$ cat src/design/dseq_pkg.sv
// Shared types, constants and codes for the date-sorted event queue.
`default_nettype none
package dseq_pkg;

	localparam int DEPTH       = 16;
	localparam int TAG_BITS    = 16;
	localparam int MAX_RESULTS = 16;

	localparam int LIST_MAX = (MAX_RESULTS < DEPTH) ? MAX_RESULTS : DEPTH;
	localparam int OCC_W    = $clog2(DEPTH + 1);
	localparam int IDX_W    = $clog2(DEPTH);

	localparam logic [1:0] FUNC_INSERT = 2'd0;
	localparam logic [1:0] FUNC_COUNT  = 2'd1;
	localparam logic [1:0] FUNC_LIST   = 2'd2;

	localparam logic [1:0] ST_OK    = 2'd0;
	localparam logic [1:0] ST_FULL  = 2'd1;
	localparam logic [1:0] ST_EMPTY = 2'd2;

	typedef struct packed {
		logic [1:0]  func;
		logic [4:0]  day;
		logic [3:0]  month;
		logic [15:0] tag;
	} req_t;

	typedef struct packed {
		logic [1:0]  status;
		logic [4:0]  event_count;
		logic [4:0]  out_day;
		logic [3:0]  out_month;
		logic [15:0] out_tag;
		logic        last;
	} rsp_t;

	typedef struct packed {
		logic [3:0]          month;
		logic [4:0]          day;
		logic [TAG_BITS-1:0] tag;
	} evt_t;

	typedef enum logic [1:0] {
		CELL_HOLD,
		CELL_INSERT,
		CELL_ROTATE
	} cell_op_t;

	typedef struct packed {
		cell_op_t   op;
		evt_t       new_evt;
		logic [3:0] cmp_month;
	} cell_ctrl_t;

endpackage
`default_nettype wire

$ cat src/design/dseq_cell.sv
// One slot of the sorted event chain, shifting right on insert and left on rotate.
`default_nettype none
module dseq_cell (
	input  wire logic               clk,
	input  wire dseq_pkg::cell_ctrl_t ctrl,
	input  wire logic               live,
	input  wire dseq_pkg::evt_t     left_evt,
	input  wire logic               left_after,
	input  wire dseq_pkg::evt_t     right_evt,
	output dseq_pkg::evt_t          evt,
	output logic                    after,
	output logic                    match
);
	import dseq_pkg::*;

	evt_t evt_q;

	assign evt   = evt_q;
	assign after = !live || ({evt_q.month, evt_q.day} > {ctrl.new_evt.month, ctrl.new_evt.day});
	assign match = live && (evt_q.month == ctrl.cmp_month);

	always_ff @(posedge clk) begin
		unique case (ctrl.op)
			CELL_INSERT: begin
				if (after) begin
					evt_q <= left_after ? left_evt : ctrl.new_evt;
				end
			end
			CELL_ROTATE: begin
				evt_q <= right_evt;
			end
			default: begin
				evt_q <= evt_q;
			end
		endcase
	end

endmodule
`default_nettype wire

$ cat src/design/date_sorted_event_queue.sv
// Top level of the date-sorted event queue: control sequencer and the chain of cells.
//
//   channel | valid     | stall     | payload  | direction
//   request | req_valid | req_stall | req      | into block
//   response| rsp_valid | rsp_stall | rsp      | out of block
//
// Insert and an empty list answer from EXEC; count registers the month matches and then
// answers from CNT; a list rotates the whole cell chain, one cell per cycle unless stalled.
// One request is worked on at a time; a new request is taken while a response still waits.
// Output stalls hold the chain during the listing of stored events.
// Reset clears the occupancy and control state; event slots are not cleared.
`default_nettype none
module date_sorted_event_queue (
	input  wire logic           clk,
	input  wire logic           arst_n,
	input  wire logic           req_valid,
	output logic                req_stall,
	input  wire dseq_pkg::req_t req,
	output logic                rsp_valid,
	input  wire logic           rsp_stall,
	output dseq_pkg::rsp_t      rsp
);
	import dseq_pkg::*;

	typedef enum logic [1:0] {
		IDLE,
		EXEC,
		CNT,
		LIST
	} state_t;

	state_t           state_q;
	req_t             req_q;
	rsp_t             rsp_q;
	logic             rsp_valid_q;
	logic [OCC_W-1:0] occ_q;
	logic [IDX_W-1:0] k_q;
	logic [DEPTH-1:0] match_s1;

	cell_ctrl_t       ctrl;
	evt_t             cell_evt [DEPTH];
	logic [DEPTH-1:0] cell_after;
	logic [DEPTH-1:0] cell_match;

	logic             out_free;
	logic             full;
	logic [OCC_W-1:0] list_n;
	logic             list_emit;
	logic             list_step;
	logic             rsp_load;

	assign req_stall = (state_q != IDLE);
	assign rsp_valid = rsp_valid_q;
	assign rsp       = rsp_q;

	assign out_free  = !rsp_valid_q || !rsp_stall;
	assign full      = (occ_q == OCC_W'(DEPTH));
	assign list_n    = (occ_q > OCC_W'(LIST_MAX)) ? OCC_W'(LIST_MAX) : occ_q;
	assign list_emit = (OCC_W'(k_q) < list_n);
	assign list_step = !list_emit || out_free;
	assign rsp_load  = out_free && (
		(state_q == EXEC && (req_q.func == FUNC_INSERT ||
		                     (req_q.func == FUNC_LIST && occ_q == '0))) ||
		state_q == CNT || (state_q == LIST && list_emit));

	function automatic rsp_t rsp_of(logic [1:0] status, logic [4:0] cnt, evt_t e, logic last);
		rsp_t r;
		r.status      = status;
		r.event_count = cnt;
		r.out_day     = e.day;
		r.out_month   = e.month;
		r.out_tag     = 16'(e.tag);
		r.last        = last;
		return r;
	endfunction

	always_comb begin
		ctrl.op            = CELL_HOLD;
		ctrl.new_evt.month = req_q.month;
		ctrl.new_evt.day   = req_q.day;
		ctrl.new_evt.tag   = TAG_BITS'(req_q.tag);
		ctrl.cmp_month     = req_q.month;
		if (state_q == EXEC && req_q.func == FUNC_INSERT && out_free && !full) begin
			ctrl.op = CELL_INSERT;
		end else if (state_q == LIST && list_step) begin
			ctrl.op = CELL_ROTATE;
		end
	end

	for (genvar i = 0; i < DEPTH; i++) begin : g_cell
		evt_t left_evt;
		logic left_after;
		evt_t right_evt;
		logic live;

		assign live = (OCC_W'(i) < occ_q);

		if (i == 0) begin : g_first
			assign left_evt   = ctrl.new_evt;
			assign left_after = 1'b0;
		end else begin : g_inner
			assign left_evt   = cell_evt[i-1];
			assign left_after = cell_after[i-1];
		end

		if (i == DEPTH - 1) begin : g_last
			assign right_evt = cell_evt[0];
		end else begin : g_mid
			assign right_evt = cell_evt[i+1];
		end

		dseq_cell u_cell (
			.clk        (clk),
			.ctrl       (ctrl),
			.live       (live),
			.left_evt   (left_evt),
			.left_after (left_after),
			.right_evt  (right_evt),
			.evt        (cell_evt[i]),
			.after      (cell_after[i]),
			.match      (cell_match[i])
		);
	end

	always_ff @(posedge clk or negedge arst_n) begin
		if (!arst_n) begin
			state_q     <= IDLE;
			rsp_valid_q <= 1'b0;
			occ_q       <= '0;
			k_q         <= '0;
			req_q       <= '0;
			rsp_q       <= '0;
			match_s1    <= '0;
		end else begin
			if (out_free) begin
				rsp_valid_q <= rsp_load;
			end
			unique case (state_q)
				IDLE: begin
					if (req_valid) begin
						req_q <= req;
						if (req.func == FUNC_INSERT || req.func == FUNC_COUNT ||
						    req.func == FUNC_LIST) begin
							state_q <= EXEC;
						end
					end
				end
				EXEC: begin
					priority if (req_q.func == FUNC_INSERT) begin
						if (out_free) begin
							rsp_q       <= rsp_of(full ? ST_FULL : ST_OK, 5'd0, '0, 1'b1);
							if (!full) begin
								occ_q <= occ_q + OCC_W'(1);
							end
							state_q <= IDLE;
						end
					end else if (req_q.func == FUNC_COUNT) begin
						match_s1 <= cell_match;
						state_q  <= CNT;
					end else begin
						if (occ_q == '0) begin
							if (out_free) begin
								rsp_q       <= rsp_of(ST_EMPTY, 5'd0, '0, 1'b1);
								state_q     <= IDLE;
							end
						end else begin
							k_q     <= '0;
							state_q <= LIST;
						end
					end
				end
				CNT: begin
					if (out_free) begin
						rsp_q       <= rsp_of(ST_OK, 5'($countones(match_s1)), '0, 1'b1);
						state_q     <= IDLE;
					end
				end
				LIST: begin
					if (list_step) begin
						if (list_emit) begin
							rsp_q       <= rsp_of(ST_OK, 5'd0, cell_evt[0],
							                      OCC_W'(k_q) == list_n - OCC_W'(1));
						end
						if (k_q == IDX_W'(DEPTH - 1)) begin
							state_q <= IDLE;
						end else begin
							k_q <= k_q + IDX_W'(1);
						end
					end
				end
				default: begin
					state_q <= IDLE;
				end
			endcase
		end
	end

endmodule
`default_nettype wire

$ cat config.mk
export PLATFORM = sky130hd
export DESIGN_NAME = date_sorted_event_queue
export DESIGN_NICKNAME = d
export VERILOG_FILES = /design/src/design/dseq_pkg.sv /design/src/design/dseq_cell.sv /design/src/design/date_sorted_event_queue.sv
export SDC_FILE = /design/constraint.sdc
export NUM_CORES = 1
export LEC_CHECK = 0
export BUFFER_PORTS_ARGS = -buffer_cell sky130_fd_sc_hd__buf_4
export CORE_ASPECT_RATIO = 1.2
export CORE_MARGIN = 8
export CORE_UTILIZATION = 55
export DETAILED_ROUTE_END_ITERATION = 12
export GPL_TIMING_DRIVEN = 1
export PLACE_DENSITY_LB_ADDON = 0.25
export SLEW_MARGIN = 20
export SYNTH_ARGS = -nofsm -noshare
export SYNTH_HDL_FRONTEND = slang
export SYNTH_SLANG_ARGS = --single-unit
export TNS_END_PERCENT = 100
$ cat constraint.sdc
create_clock -name clk -period 3.9 [get_ports clk]
set_input_delay 0.39 -clock clk [delete_from_list [all_inputs] [get_ports clk]]
set_output_delay 0.39 -clock clk [all_outputs]
set_load 0.02 [all_outputs]
# Word level (Yosys, flattened, before mapping)

Index checks and enable logic that the tools add are counted.

Output and inout bits: 35
Bits in registers: 488
Logic and storage cells: 347

$add $sub $neg: 18
Equal/unequal tests: 58
Muxes and demuxes: 75
Reductions and logical operators: 97
Bitwise operators: 2
Magnitude comparators: 34

Operator list:

| kind                 | number |
|---|---|
| $pmux W25 S2         | 16 |
| $mux W25             | 31 |
| $mux W33             | 8 |
| $gt A9 B9 Y1         | 16 |
| $pmux W33 S3         | 1 |
| $eq A4 B4 Y1         | 16 |
| $lt A4 B5 Y1 const A | 8 |
| $ne A2 B1 Y1 const B | 17 |
| $reduce_and A2 Y1    | 17 |
| $logic_and A1 B1 Y1  | 24 |
| $logic_or A1 B1 Y1   | 23 |
| $logic_not A1 Y1     | 20 |
| $lt A3 B5 Y1 const A | 4 |
| $mux W2              | 10 |
| $mux W4              | 5 |
| $ne A2 B2 Y1 const B | 9 |
| $add A1 B1 Y2        | 8 |
| $add A2 B2 Y3        | 4 |
| $eq A2 B2 Y1 const B | 5 |
| $lt A1 B5 Y1 const A | 2 |
| $lt A2 B5 Y1 const A | 2 |
| $add A3 B3 Y4        | 2 |
| $eq A2 B1 Y1 const B | 4 |
| $pmux W2 S4          | 1 |
| 24 further kinds     | 31 |

# Longest topological paths before layout

Gate-level depths: netlist of run 1.

Depth after elaboration: 11
Gate-level depth with buffers: 14
Gate-level depth less buffers: 13

# Modules after synthesis

Synthesis of run 1 repeated with hierarchy kept, for this count alone.

Cell total of the unflattened synthesis: 2790
Area total of the unflattened synthesis: 29679.7 um2

By module, submodules not included:

| module                           | cells each | area an instance (um2) | seq. area each (um2) | instances |
|---|---|---|---|---|
| dseq_cell (g_cell[0].u_cell ...) | 150        | 1566.5                 | 750.7                | 12 |
| dseq_cell (g_cell[6].u_cell ...) | 153        | 1620.3                 | 750.7                | 4 |
| date_sorted_event_queue          | 378        | 4400.5                 | 2202.1               | 1 |

# Least setup slack after synthesis of run 1

No wires, ideal clock.

Path kind: flip-flop to flip-flop
From: register req_q, in the netlist ctrl[1]
To: register g_cell[0].u_cell.evt_q, in the netlist g_cell[0].u_cell.evt[0] (enable)
Library setup time: 0.442 ns
Cell stages (with the launch flop): 10
Clock period less this slack: 4.292 ns
Required time: 3.458 ns
Path slack: -0.392 ns
Arrival time: 3.850 ns
Cells stage by stage: dfrtp_1 -> inv_1 -> ha_1 -> and4_1 -> or3b_1 -> o311ai_0 -> and2_1 -> clkbuf_1 -> buf_2 -> o21ai_0

Cells in the longest elaborated chain, start to end: 4

Ends and longest elaborated chain:

| item                        | RTL line                       | source |
|---|---|---|
| from (decl)                 | date_sorted_event_queue.sv:33  | `req_t req_q;` |
| from (signal assigned)      | date_sorted_event_queue.sv:141 | `req_q <= req;` |
| $gt A9 B9 Y1                | dseq_cell.sv:19                | `assign after = !live \|\| ({evt_q.month, evt_q.day} > {ctrl.new_evt.month, ctrl.new_evt.day});` |
| $logic_or A1 B1 Y1          | dseq_cell.sv:19                |  |
| $ne A2 B1 Y1 (no line)      | --                             |  |
| $reduce_and A2 Y1 (no line) | --                             |  |
| to (signal assigned)        | dseq_cell.sv:26                | `evt_q <= left_after ? left_evt : ctrl.new_evt;` |
| to (signal assigned)        | dseq_cell.sv:30                | `evt_q <= right_evt;` |
| to (signal assigned)        | dseq_cell.sv:33                | `evt_q <= evt_q;` |
| to (decl)                   | dseq_cell.sv:16                | `evt_t evt_q;` |

Every way passes these cells.
A chain may end at the register's enable or synchronous reset.

# Final worst setup path of run 1

From: register match_s1[0]
To: register rsp_q, in the netlist rsp[30]

Cells in the longest elaborated chain, start to end: 6

Ends and longest elaborated chain:

| item                                | RTL line                       | source |
|---|---|---|
| from (decl)                         | date_sorted_event_queue.sv:38  | `logic [DEPTH-1:0] match_s1;` |
| from (signal assigned)              | date_sorted_event_queue.sv:158 | `match_s1 <= cell_match;` |
| $add A1 B1 Y2 (not written as such) | date_sorted_event_queue.sv:174 | `rsp_q <= rsp_of(ST_OK, 5'($countones(match_s1)), '0, 1'b1);` |
| $add A2 B2 Y3 (not written as such) | date_sorted_event_queue.sv:174 |  |
| $add A3 B3 Y4 (not written as such) | date_sorted_event_queue.sv:174 |  |
| $add A4 B4 Y5 (not written as such) | date_sorted_event_queue.sv:174 |  |
| $mux W33                            | date_sorted_event_queue.sv:173 | `if (out_free) begin` |
| $pmux W33 S3                        | date_sorted_event_queue.sv:138 | `unique case (state_q)` |
| to (signal assigned)                | date_sorted_event_queue.sv:151 | `rsp_q <= rsp_of(full ? ST_FULL : ST_OK, 5'd0, '0, 1'b1);` |
| to (signal assigned)                | date_sorted_event_queue.sv:174 |  |
| to (signal assigned)                | date_sorted_event_queue.sv:181 | `rsp_q <= rsp_of(ST_OK, 5'd0, cell_evt[0],` |
| to (decl)                           | date_sorted_event_queue.sv:34  | `rsp_t rsp_q;` |

Every way passes these cells. The select of a mux whose other input is x is not followed.

==> results.md, run 1 <==
* Status: completed
* Clock Skew at 20.35 ps
* Clk slew on worst S/H paths at 60 ps
* Layout cell share with drive strength beyond 1 at 12.23%
* Vias in the first global route at 22436
* First-pass GRT wire length at 134700 µm
* Initial DRC count at 2585
* CP Cell Sequence: inv_1 > fa_1 > fa_1 > fa_1 > fa_1 > inv_1 > ha_1 > inv_1 > fa_1 > nor2b_1 > o211ai_1 > o21ai_0
* Startpoint class of the critical path: flop
* Pin count of the biggest net entering global routing at 118
* Final HPWL DP at 61850 µm
* Cells on Worst Hold Path at 2
* Relative slew slack at 34.94%
* Mux share of post-synthesis cell area at 4.031%
* Critical path class: reg -> reg
* Syn. warnings at 0
* WP buf/inv at 3
* Cell taking the most area after synthesis: edfxtp_1
* Simple-gate portion of the synthesized area at 13.36%
* Die Ht at 260.8 µm
* Hold WC Path Type: in -> reg
* Worst r2r src: match_s1[0]
* Commonest non-fill, non-tap cell in the layout: edfxtp_1
* Share of the synthesized area in the top cell type at 43.73%
* Register area share after synthesis at 51.74%
* Finish-stage setup viols at 0
* Htree depth at 2
* Routed wire length at 89290 µm
* Top-level port count at 66
* Syn avg cell area at 11.26 µm²
* Initial antenna violation count at 0
* Routed vias at 22020
* Compound-Gate Fraction of Synth Area at 17.93%
* Number of flops mapped to enable cells by yosys at 400
* FF+latch count, synth at 488
* Starting Density at 55.81%
* Post-Syn Nets at 2642
* Final ANT Viol Nets at 0
* Bufs on Longest Clock Path at 3
* Overall Power at 33.26 mW
* Arr. time, crit path at 4130 ps
* Core Util, Final at 63.07%
* TritonCTS Buffers at 53
* Max-cap violations at 0
* Ys flop type: edfxtp_1
* Max Fclk at 0.2785 GHz
* CP required at 4440 ps
* Crit path max-delay family: adder cells
* TritonCTS Sinks at 488
* Slowest Stage Delay on Critical Path at 570 ps
* Post-route DRC at 0
* Most used cell, CP: fa_1
* Vias per std cell at 6.944
* Post_cts resized at 0
* Drt first pass iters at 5
* Max Transition Viols Final at 0
* Tot GR Track Use at 30.82%
* Average wire per standard cell at 28.16 µm
* Top post-synthesis cells by area: edfxtp_1, a221o_1, dfrtp_1, ha_1, and3_1
* Pwr/cell area at 1071 nW/µm²
* Period Utilization, post-route at 92.08%
* Die width at 220.0 µm
* R2R depth at 12
* Fill cells at 3866
* Synth cell types at 75
* Fin. Hold Viols at 0
* Placer Congestion at 0.9536
* TritonCTS clock tree: built
* Highest-count cells in the layout ignoring fill and taps: edfxtp_1, a221o_1, and3_1
* Core area at 49220 µm²
* Synth Area in Adders at 8.062%
* RR Endpoint: rsp[30]
* Setup TNS at 0 ps
* Post-CTS Setup Bufs at 0
* Worst-path fanout max at 2
* XOR/XNOR share of the synthesized area at 0.2232%
* Worst-margin pin slew at 975.9 ps
* R2r setup slk at 310 ps
* Pleak at 12.50 nW
* Skew-Pair Late Insertion Delay at 630 ps
* Worst Hold Launch: req[22]
* Final net count at 2696
* Cells after Synth at 2440
* Unrepaired setup endpoints after global routing: false
* Syn Std Cell Area at 27470 µm²
* Area grow syn2layout at 13.00%
* Root Driver: clkbuf_16
* Worst vdd ir at 0.5856 mV
* Async SR Flop Fraction at 18.03%
* Port-buffer cells at 65
* Diode count at 0
* Die footprint at 57380 µm²
* Crit-path slowest cell: fa_1
* Fin crit period at 3591 ps
* Total gr overflow at 0
* Main combinational cell family by area after synthesis: compound AO/OA/AOI/OAI gates
* Row Count at 89
* Hold Path End: ctrl[22]
* Critical Path Sink Type: flop
[Yosys cell counts (4+ instances only)]
cell	n
and3_1	224
and4_1	7
nand2_1	218
or3b_1	4
nor2_1	113
mux2_2	29
a221o_1	240
or3_1	8
o311ai_0	5
nand3_1	34
buf_4	7
a21boi_0	11
dfrtp_1	88
clkbuf_1	84
buf_2	111
xnor2_1	5
a21oi_1	177
a211oi_1	9
a21o_1	28
o21a_1	5
o31ai_1	7
o22ai_1	8
fa_1	10
a31oi_1	6
o311ai_1	4
or4_1	5
o21ai_0	128
ha_1	161
mux2i_1	78
o211ai_1	4
buf_6	5
edfxtp_1	400
and2_1	29
o221ai_1	10
nor3b_1	24
nor2b_1	8
nand4_1	20
inv_1	75
[stage by stage]
| stage | instance area, µm² | instances | hold slack (ps) | setup slack (ps) |
|---|---|---|---|---|
| final | 31040 | 3171 | 17.18 | 308.8 |
| after global routing | 31040 | 3171 | 18.27 | 138.6 |
| after detailed placement | 29110 | 3050 | 472.3 | 290.0 |
| after floorplan | 27470 | 2440 | 94.41 | 38.40 |
| after CTS | 31040 | 3171 | 1.625 | 293.3 |
| after global placement | 29110 | 3050 | 465.0 | 395.5 |
[layout make-up]
type                    instances  area, µm²  area share [%]
clock buffers                  63       1364           4.394
repair buffers                209       1984           6.393
inverters                      76      285.3          0.9190
multi-input cells            1666      12090           38.95
clock inverters                32      305.3          0.9835
flip-flops and latches        488      14210           45.79
well taps                     637      797.0           2.568
[state kept, by name (all words and copies together), names as in the netlist]
signal	cells
ctrl	25
k_q	4
g_cell.u_cell.evt	400
state_q	2
match_s1	16
rsp	33
req_q	2
occ_q	5
rsp_valid	1
[worst register-to-register path: stages (launching register included)]
cell	delay [ps]
dfrtp_1	360
inv_1	70
fa_1	570
fa_1	440
fa_1	530
fa_1	410
inv_1	60
ha_1	160
inv_1	60
fa_1	370
nor2b_1	190
o211ai_1	100
o21ai_0	180
[worst max path at each step]
stage,cells after the start,endpoint,startpoint,slack (ps)
after floorplan,8,g_cell[15].u_cell.evt[0],ctrl[1],40
after global placement,12,rsp[30],match_s1[0],400
after detailed placement,12,rsp[30],match_s1[0],290
after CTS,12,rsp[30],match_s1[0],290
after global routing,9,g_cell[6].u_cell.evt[10],occ_q[3],140
final,12,rsp[30],match_s1[0],310
[power breakdown]
group | internal, mW | total, mW | leakage [nW] | switching (mW)
sequential | 9.30 | 11.2 | 4.83 | 1.92
combinational | 6.82 | 17.0 | 6.86 | 10.2
clock | 2.82 | 5.01 | 0.811 | 2.19
total | 18.9 | 33.3 | 12.5 | 14.3
[cells by family (layout without fill, tap and decap cells)]
kind of cell | after synthesis | in the layout
XOR/XNOR | 7 | 7
buffers and inverters | 286 | 380
AND/OR/NAND/NOR | 711 | 711
AO/OA/AOI/OAI | 670 | 670
adder cells (fa/ha/maj) | 171 | 171
multiplexers | 107 | 107
flip-flops | 488 | 488
[layer usage]
metal	GRT usage (%)	vias to the layer above	part of all wire [%]
met3	3.475	377	7.3
li1	-	9559	-
met1	35.65	10854	35
met2	52.68	1230	50
met5	0	-	0
met4	21.99	0	8.0
[what timing repair did]
action,CTS,global route
setup endpoints to repair,0,0
endpoints found under the hold margin,89,0
hold buffers,26,0
(Power assumes the default switching activity.)
==> inputs of run 2 (changes only) <==
--- a/config.mk
+++ b/config.mk
@@ -8,7 +8,7 @@
 export BUFFER_PORTS_ARGS = -buffer_cell sky130_fd_sc_hd__buf_4
 export CORE_ASPECT_RATIO = 1.2
 export CORE_MARGIN = 8
-export CORE_UTILIZATION = 55
+export CORE_UTILIZATION = 51
 export DETAILED_ROUTE_END_ITERATION = 12
 export GPL_TIMING_DRIVEN = 1
 export PLACE_DENSITY_LB_ADDON = 0.25
==> results.md, run 2 (synthesis results as in run 1) <==
* Worst-path fanout max at 113
* Relative slew slack at 27.11%
* Die width at 227.9 µm
* Post-route DRC at 0
* Max Transition Viols Final at 0
* Design area at 30960 µm²
* Pleak at 12.42 nW
* Fin. Hold Viols at 0
* Pwr/cell area at 1072 nW/µm²
* Max FFs per register at 400
* TritonCTS clock tree: built
* Fin crit period at 3570 ps
* Tot GR Track Use at 27.81%
* Max Fclk at 0.2801 GHz
* Highest-count cells in the layout ignoring fill and taps: edfxtp_1, a221o_1, and3_1
* TritonCTS Buffers at 52
* Worst-margin pin slew at 1093 ps
* Initial DRC count at 2446
* Unrepaired setup endpoints after global routing: false
* Average wire per standard cell at 27.43 µm
* First-pass GRT wire length at 133700 µm
* Switching pwr at 14.29 mW
* Routed wire length at 88580 µm
* Final ANT Viol Nets at 0
* Initial antenna violation count at 0
* Drt first pass iters at 5
* Period Utilization, post-route at 91.53%
* Layout cell share with drive strength beyond 1 at 12.08%
* Die footprint at 61570 µm²
* Final HPWL DP at 61560 µm
* Core Util, Final at 57.98%
* Die Ht at 270.2 µm
* Commonest non-fill, non-tap cell in the layout: edfxtp_1
* Fill cells at 4342
* Area grow syn2layout at 12.73%
* Row Count at 93
* CTS Hold Bufs at 26
* Skew-Pair Late Insertion Delay at 630 ps
* Htree depth at 2
* Critical Path Sink Type: flop
* Reg power frac at 33.6%
* Cells after DPL at 3111
* Routed vias at 21728
* Post_cts resized at 0
* Setup TNS at 0 ps
* Vias per std cell at 6.729
* Max-cap violations at 0
* Sw Share at 43.05%
* Pin count of the biggest net entering global routing at 114
* Root Driver: clkbuf_16
* Port-buffer cells at 65
* Final net count at 2681
* Startpoint class of the critical path: flop
* Power share of the combinational group at 50.9%
* TritonCTS Sinks at 488
* Critical path class: reg -> reg
* Post-CTS Setup Bufs at 0
* Vias in the first global route at 22062
* Bufs on Longest Clock Path at 3
* Finish-stage setup viols at 0
* Diode count at 0
* Finished Layout Cells at 3229
* P_int at 18.90 mW
* Status: completed
* Overall Power at 33.19 mW
* Worst vdd ir at 0.5860 mV
* Core area at 53410 µm²
* Arr. time, crit path at 3960 ps
* DP Area at 28960 µm²
* Starting Density at 51.43%
* Clock Skew at 29.39 ps
* Top-level port count at 66
* Total gr overflow at 0
* Placer Congestion at 0.9212
* Clock Power Share at 15.5%
* Hold WC Path Type: in -> reg
* CP required at 4290 ps
* Clk slew on worst S/H paths at 60 ps
[run 2: cell count changes in the layout (fill, tap and decap cells not counted), moves of 2 or more]
cell	delta
clkinvlp_4	+3
clkbuf_8	+7
buf_4	-3
clkinv_4	+2
buf_12	-11
clkinv_2	-2
clkbuf_1	+2
clkinv_1	-14
[run 2: stage by stage]
step | hold WS (ps) | setup slack, ps
after CTS | 26.51 | 322.2
after global placement | 464.5 | 406.0
after global routing | 30.08 | 135.5
final | 51.26 | 330.2
after detailed placement | 470.2 | 338.1
after floorplan | 94.41 | 38.40
[run 2: metal layers]
layer / up-vias / GRT usage, % / wire [µm]
li1: 9514 / - / -
met1: 10787 / 32.14 / 31990
met2: 1080 / 48.22 / 44420
met3: 347 / 3.645 / 5724
met4: 0 / 17.97 / 6446
met5: - / 0 / 0
[run 2: cell type report]
class,count,area [µm²],share of cell area [%]
multi-input combinational,1666,12090,39.05
clock buffer,71,1443,4.659
clock inverter,21,300.3,0.9698
tap,712,890.9,2.877
inverter,76,285.3,0.9213
sequential,488,14210,45.90
timing repair buffer,195,1742,5.625
[run 2: path summary, 6_finish.rpt]
check | from | endpoint | slack [ps] | cells after the start
hold / removal | req[18] | ctrl[2] | 50 | 2
setup reg to reg | occ_q[3] | g_cell[14].u_cell.evt[13] | 330 | 10
setup / recovery | occ_q[3] | g_cell[14].u_cell.evt[13] | 330 | 10
max in group asynchronous | arst_n | ctrl[2] | 2640 | 3
hold reg to reg | match_s1[0] | match_s1[0] | 480 | 2
min in group asynchronous | arst_n | state_q[0] | 390 | 2
[run 2: worst max-delay path, stage by stage (launching register included)]
cell and delay, ps:
dfrtp_1 680, nand2_1 110, ha_1 330, a21o_1 180, nand2_1 130, nand3_1 280
nand3_4 280, buf_12 280, buf_12 380, o21ai_2 320, buf_12 250
[run 2: power groups by stage]
stage	Combinational (mW)	Clock [mW]	Sequential, mW
global placement	16.0	0	11.2
finish	16.9	5.13	11.2
detailed placement	16.5	0	11.2
floorplan	11.3	0	10.4
CTS	16.7	5.17	11.1
global route	18.3	5.34	11.3
